[src/rtl/sorted_unique_key_table_defines.svh]
// Assertion macros shared by the sorted unique key table RTL
`ifndef SORTED_UNIQUE_KEY_TABLE_DEFINES_SVH
`define SORTED_UNIQUE_KEY_TABLE_DEFINES_SVH

// Check that cond holds at every clock edge outside reset.
`define SUK_ASSERT_ALWAYS(lbl, cond, msg) \
    lbl: assert property (@(posedge aclk) disable iff (!aresetn) (cond)) \
        else $error(msg);

// Check that cons holds in the cycle where ante holds.
`define SUK_ASSERT_SAME(lbl, ante, cons, msg) \
    lbl: assert property (@(posedge aclk) disable iff (!aresetn) (ante) |-> (cons)) \
        else $error(msg);

// Check that cons holds in the cycle after ante holds.
`define SUK_ASSERT_NEXT(lbl, ante, cons, msg) \
    lbl: assert property (@(posedge aclk) disable iff (!aresetn) (ante) |=> (cons)) \
        else $error(msg);

`endif

[src/rtl/suk_pkg.sv]
// Types and constants for the sorted unique key table
package suk_pkg;

    localparam int DEPTH     = 64;
    localparam int KEY_W     = 64;
    localparam int IDX_W     = (DEPTH > 1) ? $clog2(DEPTH) : 1;
    localparam int CNT_W     = $clog2(DEPTH + 1);
    localparam int ACT_W     = 2;
    localparam int STAT_W    = 3;
    localparam int POS_W     = 6;
    localparam int COUNT_W   = 7;

    localparam logic [ACT_W-1:0] ACT_INSERT = 2'd0;
    localparam logic [ACT_W-1:0] ACT_LOOKUP = 2'd1;
    localparam logic [ACT_W-1:0] ACT_CLEAR  = 2'd2;

    localparam logic [STAT_W-1:0] ST_INSERTED  = 3'd0;
    localparam logic [STAT_W-1:0] ST_DUPLICATE = 3'd1;
    localparam logic [STAT_W-1:0] ST_FOUND     = 3'd2;
    localparam logic [STAT_W-1:0] ST_NOT_FOUND = 3'd3;
    localparam logic [STAT_W-1:0] ST_FULL      = 3'd4;

    // Flip the sign bit so that unsigned order matches signed order.
    localparam logic [KEY_W-1:0] SIGN_FLIP = {1'b1, {(KEY_W-1){1'b0}}};

    typedef struct packed {
        logic [ACT_W-1:0]        action;
        logic signed [KEY_W-1:0] key;
    } suk_in_t;

    typedef struct packed {
        logic [STAT_W-1:0]  status;
        logic [POS_W-1:0]   position;
        logic [COUNT_W-1:0] count;
    } suk_out_t;

    // Broadcast from the controller to every cell.
    typedef struct packed {
        logic             cmp_en;
        logic             ins_en;
        logic [KEY_W-1:0] key;
    } suk_ctrl_t;

endpackage

[src/rtl/suk_cell.sv]
// One slot of the sorted key row: compare, then hold, load or shift up
module suk_cell
    import suk_pkg::*;
(
    input  logic             aclk,
    input  suk_ctrl_t        ctrl,
    input  logic             occupied,
    input  logic             prev_lt,
    input  logic [KEY_W-1:0] prev_key,
    output logic [KEY_W-1:0] key_out,
    output logic             lt_out,
    output logic             eq_out,
    output logic             at_here
);

    logic [KEY_W-1:0] key_reg;
    logic [KEY_W-1:0] key_next;
    logic             lt_reg;
    logic             lt_next;
    logic             eq_reg;
    logic             eq_next;

    assign at_here = !lt_reg && prev_lt;

    always_comb begin
        lt_next = lt_reg;
        eq_next = eq_reg;
        if (ctrl.cmp_en) begin
            lt_next = occupied && (key_reg < ctrl.key);
            eq_next = occupied && (key_reg == ctrl.key);
        end
    end

    always_comb begin
        key_next = key_reg;
        if (ctrl.ins_en) begin
            priority if (at_here) begin
                key_next = ctrl.key;
            end else if (!lt_reg) begin
                key_next = prev_key;
            end else begin
                // below the insert point: hold
                key_next = key_reg;
            end
        end
    end

    always_ff @(posedge aclk) begin
        key_reg <= key_next;
        lt_reg  <= lt_next;
        eq_reg  <= eq_next;
    end

    assign key_out = key_reg;
    assign lt_out  = lt_reg;
    assign eq_out  = eq_reg;

endmodule

[config.mk]
export PLATFORM = sky130hd
export DESIGN_NAME = suk_cell
export DESIGN_NICKNAME = d
export VERILOG_FILES = /design/src/rtl/sorted_unique_key_table_defines.svh /design/src/rtl/suk_pkg.sv /design/src/rtl/suk_cell.sv
export SDC_FILE = /design/constraint.sdc
export NUM_CORES = 1
export LEC_CHECK = 0
export ABC_CLOCK_PERIOD_IN_PS = 4700
export BUFFER_PORTS_ARGS = -buffer_cell sky130_fd_sc_hd__clkbuf_2
export CAP_MARGIN = 30
export CORE_ASPECT_RATIO = 1.1
export CORE_UTILIZATION = 40
export CTS_CLUSTER_DIAMETER = 60
export CTS_CLUSTER_SIZE = 30
export DETAILED_ROUTE_END_ITERATION = 8
export PLACE_DENSITY = 0.8
export SKIP_CTS_REPAIR_TIMING = 1
export SKIP_LAST_GASP = 1
export SLEW_MARGIN = 10
export SYNTH_ARGS = -nofsm -noshare
export SYNTH_HDL_FRONTEND = slang
export SYNTH_SLANG_ARGS = --single-unit
[constraint.sdc]
create_clock -name aclk -period 4.7 [get_ports aclk]
set_clock_uncertainty 0.2 [all_clocks]
set_input_delay 0.94 -clock aclk [delete_from_list [all_inputs] [get_ports aclk]]
set_output_delay 0.94 -clock aclk [all_outputs]
set_load 0.005 [all_outputs]
# After elaboration in Yosys (flattened, before gate mapping)
# Index checks and enable logic that the tools add are counted.
[word_totals]
ff_bits = 66
romBits = 0
elab_cells = 13
latchBits = 0
mem_count = 0
output_inout_bits = 67
ramBits = 0
[op_classes]
n_lt_le_gt_ge = 1
bitwise_logic = 0
shift = 0
n_addsub = 0
n_reduce_logical = 5
mux = 2
multipliers = 0
eq_ne = 2
n_div = 0
[op_table]
columns = ["cell", "n"]
rows = [
  ["64-bit two-way mux", 2],
  ["64-bit == test", 1],
  ["64-bit < comparator", 1],
  ["1-bit logical AND", 3],
  ["2-bit inequality test, second input constant", 1],
  ["2-bit AND reduction", 1],
  ["1-bit logical NOT", 1],
]

# Depth between registers and ports, before layout
# Gate-level depths: netlist of the first run.
[depth]
depth_word = 4
mapped_depth = 8
ltp_nobuf = 8

# Least setup slack after synthesis of the first run
# OpenSTA, ideal clock, no wires.
[synth_path]
path_type = "input to register"
from = "input ctrl[64] in the netlist's numbering"
to = "register key_reg[0], in the netlist key_out[0], enable pin"
setup_ps = 493
required_time_ps = 4007
t_arrival_ps = 3754
path_buffers = 0
slack_ps = 253
stages = 1
path_cell_list = "nor2b_1"
[synth_via]
elab_chain_len = 1
[synth_lines]
columns = ["item", "line", "text"]
rows = [
  ["start, declared", "suk_cell.sv:6", "input suk_ctrl_t ctrl,"],
  ["2-bit AND reduction (no line)", "--", ""],
  ["end signal, assigned", "suk_cell.sv:49", "key_reg <= key_next;"],
  ["end, declared", "suk_cell.sv:16", "logic [KEY_W-1:0] key_reg;"],
]
# Every way passes these cells.
# A chain may end at the register's enable or synchronous reset.

# Final worst setup path of the first run
[layout_path]
from = "input ctrl[46] in the netlist's numbering"
to = "register lt_reg, in the netlist lt_out, data pin"
[layout_via]
elab_chain_len = 2
[layout_lines]
columns = ["item", "line", "text"]
rows = [
  ["64-bit < comparator", "suk_cell.sv:29", "lt_next = occupied && (key_reg < ctrl.key);"],
  ["1-bit logical AND", "suk_cell.sv:29", ""],
  ["end signal, assigned", "suk_cell.sv:50", "lt_reg <= lt_next;"],
  ["end, declared", "suk_cell.sv:18", "logic lt_reg;"],
]
# Every way passes these cells.

==> results by group, run 1 <==
Clocking
  – CTS tree: yes
  – Worst skew pair latency: 0.32 ns
  – Clk buf depth: 2
  – Num CTS Buffers: 9
  – Clk pin slew, worst setup/hold paths: 0.05 ns
  – Clock Tree Root: clkbuf_16
  – CTS H-tree lvls: 3
  – Clk sinks: 66

Worst setup path
  – Register-to-Register Path Depth: 6
  – Max stage delay cell, worst path: nor4_4
  – Cells along the critical path: clkbuf_2 > inv_1 > ha_1 > nand4_2 > nor4_4 > nand4_2 > nor4_2 > a221oi_1
  – Kind of cell adding the most delay to the critical path: simple AND/OR/NAND/NOR gates
  – CP Data Arrival Time: 2.52 ns
  – Most used cell, CP: nand4_2
  – Worst setup endpoint: lt_out
  – Max incr delay on CP: 0.40 ns
  – FF-to-FF setup slack: 2.34 ns
  – Crit. path cell count: 8
  – Critical Path Start: ctrl[46]
  – RR Endpoint: lt_out
  – Crit-path max FO: 3
  – Setup Crit Path Kind: in2reg
  – Worst Path Required: 4.54 ns
  – CP startpoint kind: input port
  – Buf+Inv Stages, Crit Path: 2
  – CP endpoint kind: register
  – Reg-to-Reg Start: key_out[46]

Layout
  – Area of the multi-input gates: 2163 µm²
  – Sequential cell area: 1982 µm²
  – Filler instances: 911
  – Layout cells sized above 1: 48.26%
  – Area growth, synth to finish: 32.79%
  – Diode count: 0
  – Final-stage net count: 771

Route
  – Antenna-violating nets left: 0
  – Vias: 3559
  – Wirelength, routed: 10920 µm
  – Vias per cell: 4.950
  – Drt first pass iters: 4
  – Drt drc: 0
  – Routed len/inst: 15.19 µm
  – DRT iter0 DRCs: 74

STA
  – Final setup fails: 0
  – Worst hold margin: 0.6470 ns
  – Final count of hold timing violations: 0
  – Fin crit share: 57.11%
  – Period minus WS final: 2.684 ns
  – Relative slew slack: 42.50%
  – Slew Limit Fails: 0
  – RSZ-0062 raised after global routing: no
  – Least-Margin Pin Slew: 0.8624 ns
  – Setup TNS Final: 0 ns
  – Fmax: 0.3726 GHz

Synth
  – Synth Instances: 367
  – Synth warnings: 0
  – #FFs+latches synth: 66
  – Distinct cells, synth: 30
  – Post-Syn Area: 4414 µm²
  – Sequential share of the synthesized area: 44.90%
  – Avg Inst Size Synth: 12.03 µm²
  – Post-Syn Nets: 564

Global route
  – Gr ovfl total: 0
  – First-pass GRT wire length: 17180 µm
  – Vias in the first global route: 3843
  – Overall Global Routing Usage: 19.59%
  – Largest net degree at the start of global routing: 65
  – Initial antenna violation count: 0

Floorplanning
  – Die area: 11460 µm²
  – Die height: 112.2 µm
  – # rows: 39
  – Core Area: 10540 µm²
  – Top Ports: 200
  – Die Width: 102.2 µm
  – Initial Util: 41.88%

Run
  – MaxCap Viol Count: 0

Place
  – GP Congestion: 0.8030
  – Detail Placement HPWL: 9032 µm
  – Port Buf Inserts: 199

Power and ir drop
  – Worst-case vdd ir drop: 185.4 µV
  – Leak pwr: 2.937 nW
  – Power per cell area: 277.2 nW/µm²

Outcome
  – Outcome: complete, no violations

Hold path
  – Min-Delay Path Class: in2reg
-- layer usage --
metal	part of all wire (%)	global-route usage [%]	up-vias
li1	-	-	1765
met1	39	20.74	1633
met2	53	37.05	141
met3	6.2	4.919	20
met4	1.9	6.286	0
met5	0	0	-
-- kinds of logic after synthesis --
| logic type | Yosys count | share of synthesized area [%] |
|---|---|---|
| buffers and inverters | 74 | 6.434 |
| DFF | 66 | 44.90 |
| muxes | 64 | 16.33 |
| adders and majority gates | 64 | 18.14 |
| and+or+nand+nor | 50 | 7.539 |
| AOI/OAI and AO/OA | 49 | 6.661 |
-- synth_stat cells --
library cell	n	area, µm²
o21ai_0	6	30.03
nand4_2	4	50.05
a21o_1	7	52.55
o21a_1	1	7.510
o2111ai_1	1	8.760
nor4_1	1	6.260
nor3_1	2	10.01
mux2_2	56	630.6
a21oi_1	26	130.1
a2111oi_0	2	17.52
buf_2	5	25.02
a211oi_1	1	7.510
nand3_1	7	35.03
and3_1	1	6.260
nand2_1	15	56.30
nor4_4	2	42.54
nand4b_1	1	8.760
nand4_1	9	56.30
clkbuf_1	2	7.510
o22ai_1	1	6.260
nand4_4	1	21.27
ha_1	64	800.8
mux2_1	8	90.09
inv_1	67	251.5
a221oi_1	3	26.28
nor2b_1	2	12.51
nor4_2	1	12.51
nor2_1	4	15.01
edfxtp_1	66	1982
o211ai_1	1	7.510
-- registers in the layout (all words and copies together) (netlist names) --
name     count
eq_out       1
lt_out       1
key_out     64
-- worst min-delay path by stage --
stage                     start  endpoint  depth (start not counted)
global placement    key_out[47]    lt_out                          4
CTS                    ctrl[65]    lt_out                          1
detailed placement  key_out[47]    lt_out                          4
global route           ctrl[65]    lt_out                          1
floorplan           key_out[47]    lt_out                          4
finish                 ctrl[65]    lt_out                          1
-- placed cells by master (no fill, tap or decap), drive strengths merged, types with 6 or more instances in the layout --
cell type  synthesis  routed
clkbuf             2     210
inv               67      67
edfxtp            66      66
ha                64      64
mux2              64      64
a21oi             26      26
nand2             15      15
nand4             14      14
nand3              7       7
a21o               7       7
o21ai              6       6
-- power breakdown --
part           switching [mW]  total [mW]  leakage [nW]  internal, mW
Sequential             0.0235       0.725         0.626         0.702
Combinational           0.165       0.337          2.20         0.173
Clock                   0.219       0.562         0.116         0.344
-- per-stage QoR --
step | utilization [%] | setup WS [ns] | total power [mW] | area, µm² | instances
2_1_floorplan | - | 0.2526 | 0.9220 | 4414 | 367
3_3_place_gp | 53.07 | 1.732 | 1.057 | 5594 | 705
3_5_place_dp | 53.07 | 1.665 | 1.074 | 5594 | 705
4_1_cts | 55.35 | 2.005 | 1.646 | 5834 | 718
5_1_grt | 55.61 | 1.852 | 1.708 | 5862 | 719
6_report | 55.61 | 2.016 | 1.625 | 5862 | 719
-- area by class of cell --
| cell class | count | area share [%] |
|---|---|---|
| flip-flops and latches | 66 | 33.81 |
| clock inverters | 2 | 0.1281 |
| inverters | 67 | 4.290 |
| well taps | 143 | 3.052 |
| clock buffers | 11 | 3.970 |
| multi-input cells | 227 | 36.90 |
| repair buffers | 203 | 17.84 |
No activity file was read; power rests on OpenSTA's default activity.
==> inputs of run 2 (changes only) <==
--- a/config.mk
+++ b/config.mk
@@ -5,7 +5,7 @@
 export SDC_FILE = /design/constraint.sdc
 export NUM_CORES = 1
 export LEC_CHECK = 0
-export ABC_CLOCK_PERIOD_IN_PS = 4700
+export ABC_CLOCK_PERIOD_IN_PS = 2300
 export BUFFER_PORTS_ARGS = -buffer_cell sky130_fd_sc_hd__clkbuf_2
 export CAP_MARGIN = 30
 export CORE_ASPECT_RATIO = 1.1
@@ -13,7 +13,7 @@
 export CTS_CLUSTER_DIAMETER = 60
 export CTS_CLUSTER_SIZE = 30
 export DETAILED_ROUTE_END_ITERATION = 8
-export PLACE_DENSITY = 0.8
+export PLACE_DENSITY = 0.83
 export SKIP_CTS_REPAIR_TIMING = 1
 export SKIP_LAST_GASP = 1
 export SLEW_MARGIN = 10
==> constraint.sdc (replaced) <==
create_clock -name aclk -period 2.3 [get_ports aclk]
set_clock_uncertainty 0.2 [all_clocks]
set_input_delay 0.46 -clock aclk [delete_from_list [all_inputs] [get_ports aclk]]
set_output_delay 0.46 -clock aclk [all_outputs]
set_load 0.005 [all_outputs]
==> results by group, run 2 (synthesized netlist as in run 1, its figures left out) <==
Outcome
  – Outcome: complete, no violations

Power and ir drop
  – Sw frac: 25.39%
  – Total power: 3.554 mW
  – Leak pwr: 3.069 nW
  – Pint: 2.652 mW
  – Worst-case vdd ir drop: 345.6 µV
  – Power share of the sequential group: 41.7%
  – Sw power: 0.9023 mW
  – Power per cell area: 580.1 nW/µm²
  – Clock power share: 37.4%
  – Combinational fraction of design power: 20.8%

Worst setup path
  – CP Data Arrival Time: 2.12 ns
  – Setup Crit Path Kind: reg2reg
  – Reg-to-Reg Start: key_out[51]
  – Crit-path max FO: 3
  – CP endpoint kind: register
  – CP startpoint kind: register
  – Worst Path Required: 2.15 ns
  – Critical Path Start: key_out[51]

Floorplanning
  – Top Ports: 200
  – Die height: 112.2 µm
  – Die Width: 102.2 µm
  – Initial Util: 41.88%
  – Die area: 11460 µm²
  – Core Area: 10540 µm²
  – # rows: 39

STA
  – Fin crit share: 98.36%
  – Least-Margin Pin Slew: 0.4593 ns
  – RSZ-0062 raised after global routing: yes
  – Final count of hold timing violations: 0
  – Setup TNS Final: 0 ns
  – Worst hold margin: 0.1571 ns
  – Period minus WS final: 2.262 ns
  – Relative slew slack: 69.38%
  – Fmax: 0.4420 GHz
  – Final setup fails: 0
  – Slew Limit Fails: 0

Route
  – Vias per cell: 5.001
  – Drt drc: 0
  – Drt first pass iters: 4
  – Vias: 3716
  – Antenna-violating nets left: 0
  – DRT iter0 DRCs: 83
  – Wirelength, routed: 11490 µm
  – Routed len/inst: 15.47 µm
  – Metal3 WL: 737 µm
  – WL met1: 4266 µm
  – DR top layer: met4
  – Met2 Wirelength: 6246 µm

Place
  – GP Congestion: 0.8153
  – Placed Area: 5762 µm²
  – Detail Placement HPWL: 9532 µm
  – Port Buf Inserts: 199

Clocking
  – Clk sinks: 66
  – Num CTS Buffers: 9
  – Worst skew pair latency: 0.32 ns
  – Clk pin slew, worst setup/hold paths: 0.05 ns
  – Clock Tree Root: clkbuf_16
  – CTS tree: yes
  – CTS H-tree lvls: 3
  – Clk buf depth: 2

Layout
  – Layout cells sized above 1: 51.17%
  – Commonest non-fill, non-tap cell in the layout: clkbuf_2
  – Post-route cell area: 6127 µm²
  – Max reg flops: 64
  – Most frequent cells in the layout: clkbuf_2, inv_1, edfxtp_1
  – Area growth, synth to finish: 38.80%
  – Fin util: 58.13%
  – Diode count: 0
  – Final-stage net count: 792

Hold path
  – Min-Delay Startpoint: ctrl[65]
  – Min-Delay Path Class: in2reg

Run
  – MaxCap Viol Count: 0

Global route
  – Overall Global Routing Usage: 20.20%
  – Gr ovfl total: 0
  – Initial antenna violation count: 0
  – Largest net degree at the start of global routing: 36
  – Vias in the first global route: 3957
  – First-pass GRT wire length: 17570 µm
## run 2: changes by cell type in the layout (fill, tap and decap cells not counted), moves of 2 or more
cell	before	now
buf_4	3	23
ha_1	64	61
ha_4	0	3
buf_12	0	2
## run 2: power groups by stage
stage	registers [mW]	logic (mW)	clock network [mW]
2_1_floorplan	1.50	0.378	0
3_3_place_gp	1.50	0.695	0
3_5_place_dp	1.51	0.728	0
4_1_cts	1.48	0.733	1.35
5_1_grt	1.49	0.829	1.40
6_report	1.48	0.741	1.33
## run 2: worst paths after layout
check	slack (ns)	cells past startpoint	end
max reg2reg	0.04	6	lt_out
min	0.16	1	eq_out
min reg2reg	0.70	4	lt_out
max	0.04	6	lt_out
## run 2: critical path: stages, from the launching register on
cell,delay (ns)
edfxtp_1,0.44
ha_4,0.30
nand4_1,0.16
nor4_4,0.35
nand4_2,0.18
nor4_4,0.25
a221oi_1,0.11
## run 2: layout make-up
class | instances | area, µm²
fillers | 872 | 4413
multi-input cells | 227 | 2227
flip-flops and latches | 66 | 1982
repair buffers | 224 | 1209
inverters | 67 | 251.5
clock buffers | 12 | 236.5
well taps | 143 | 178.9
clock inverters | 4 | 42.54
## run 2: stage by stage
stage | std cells | setup WS, ns
CTS | 740 | -0.03631
global route | 743 | -0.09988
floorplan | 367 | 0.07661
detailed placement | 724 | -0.1971
global placement | 724 | -0.1460
finish | 743 | 0.03763
## run 2: metal layers
| layer | GRT usage [%] | vias up |
|---|---|---|
| li1 | - | 1812 |
| met1 | 20.39 | 1732 |
| met2 | 38.43 | 151 |
| met3 | 4.919 | 21 |
| met4 | 8.571 | 0 |
| met5 | 0 | - |
==> inputs of run 3 (changes only) <==
--- a/config.mk
+++ b/config.mk
@@ -13,7 +13,7 @@
 export CTS_CLUSTER_DIAMETER = 60
 export CTS_CLUSTER_SIZE = 30
 export DETAILED_ROUTE_END_ITERATION = 8
-export PLACE_DENSITY = 0.83
+export PLACE_DENSITY = 0.73
 export SKIP_CTS_REPAIR_TIMING = 1
 export SKIP_LAST_GASP = 1
 export SLEW_MARGIN = 10
==> results by group, run 3 (synthesized netlist as in run 1, its figures left out) <==
Outcome
  – Outcome: complete, but fails checks
  – Failing checks: setup timing

Layout
  – Area growth, synth to finish: 38.55%
  – Final-stage net count: 791
  – Fin cells: 742
  – Layout cells sized above 1: 51.25%
  – Diode count: 0
  – Commonest non-fill, non-tap cell in the layout: clkbuf_2
  – Max reg flops: 64
  – Most frequent cells in the layout: clkbuf_2, inv_1, edfxtp_1

Clocking
  – Clk pin slew, worst setup/hold paths: 0.06 ns
  – CTS tree: yes
  – CTS H-tree lvls: 3
  – Clk sinks: 66
  – Worst skew pair latency: 0.33 ns
  – Clk buf depth: 2
  – Clock Tree Root: clkbuf_16
  – Num CTS Buffers: 9

Route
  – Routed len/inst: 14.95 µm
  – Antenna-violating nets left: 0
  – Drt first pass iters: 4
  – Vias per cell: 4.891
  – DRT iter0 DRCs: 89
  – Drt drc: 0
  – Vias: 3629
  – Wirelength, routed: 11090 µm

Global route
  – Gr ovfl total: 0
  – Vias in the first global route: 3803
  – Overall Global Routing Usage: 19.90%
  – Largest net degree at the start of global routing: 50
  – Initial antenna violation count: 0
  – First-pass GRT wire length: 17270 µm

Worst setup path
  – CP Data Arrival Time: 2.31 ns
  – CP startpoint kind: register
  – CP endpoint kind: register
  – Worst Path Required: 2.25 ns
  – Register-to-Register Path Depth: 8
  – Crit-path max FO: 3
  – Setup Crit Path Kind: reg2reg

Floorplanning
  – Die area: 11460 µm²
  – Die Width: 102.2 µm
  – Die height: 112.2 µm
  – # rows: 39
  – Initial Util: 41.88%
  – Core Area: 10540 µm²
  – Top Ports: 200

Place
  – Inst Count DP: 723
  – Port Buf Inserts: 199
  – GP Congestion: 0.8093
  – Detail Placement HPWL: 8975 µm

Power and ir drop
  – Power per cell area: 561.3 nW/µm²
  – Sw power: 0.8886 mW
  – Worst-case vdd ir drop: 348.3 µV
  – Pint: 2.544 mW
  – Power share of the sequential group: 43.2%
  – Clock power share: 35.4%
  – Leak pwr: 3.053 nW
  – Total power: 3.433 mW
  – Combinational fraction of design power: 21.5%
  – Sw frac: 25.88%

STA
  – Slew Limit Fails: 0
  – Period minus WS final: 2.362 ns
  – Fmax: 0.4234 GHz
  – Worst setup margin: -0.06206 ns
  – Relative slew slack: 74.26%
  – Fin crit share: 102.7%
  – Least-Margin Pin Slew: 0.3763 ns
  – RSZ-0062 raised after global routing: yes
  – Final setup fails: 1
  – Final count of hold timing violations: 0

Hold path
  – Min-Delay Path Class: in2reg
  – Worst Hold Depth: 1

Run
  – MaxCap Viol Count: 0
-- run 3: cell types whose count changed in the layout (fill, tap and decap cells not counted), sizes merged --
cell,change
buf,-1
clkinv,+1
bufinv,-1
-- run 3: through the flow --
step	hold slack, ns	instance area (µm²)	utilization, %	setup WS, ns	setup TNS, ns
after CTS	0.1444	6010	57.02	-0.04124	-0.04124
after floorplan	0.3725	4422	-	0.07661	0
after global routing	0.1453	6116	58.02	-0.1229	-0.1712
after detailed placement	0.4871	5754	54.59	-0.1811	-0.3066
final	0.1576	6116	58.02	-0.06206	-0.06206
after global placement	0.4870	5754	54.59	-0.1495	-0.2224
-- run 3: worst paths after layout --
path / startpoint / to / slack (ns)
min: ctrl[65] / lt_out / 0.16
max: key_out[58] / lt_out / -0.06
min reg2reg: key_out[2] / eq_out / 0.70
max reg2reg: key_out[58] / lt_out / -0.06
-- run 3: layout make-up --
class,count,area (µm²)
Clock buffer,12,236.5
Tap cell,143,178.9
Clock inverter,4,18.77
Timing Repair Buffer,223,1201
Inverter,67,251.5
Sequential cell,66,1982
Multi-Input combinational cell,227,2247
Fill cell,941,4424
-- run 3: layer usage --
metal | share of wire, % | track usage [%]
met5 | 0 | 0
met4 | 2.4 | 8.667
met3 | 5.1 | 4.857
met2 | 53 | 36.15
met1 | 39 | 21.49
-- run 3: power groups by stage --
stage | Sequential [mW] | Clock, mW | Combinational (mW)
6_report | 1.48 | 1.21 | 0.738
3_3_place_gp | 1.50 | 0 | 0.697
4_1_cts | 1.48 | 1.25 | 0.726
2_1_floorplan | 1.50 | 0 | 0.378
5_1_grt | 1.49 | 1.29 | 0.833
3_5_place_dp | 1.50 | 0 | 0.722
-- run 3: worst max-delay path: stages (launching register included) --
cell and delay, ns:
edfxtp_1 0.41, ha_1 0.35, a21o_1 0.19, a21oi_1 0.17, a21oi_1 0.11, nor4_1 0.32, buf_4 0.17, o211ai_1 0.07
a221oi_1 0.20
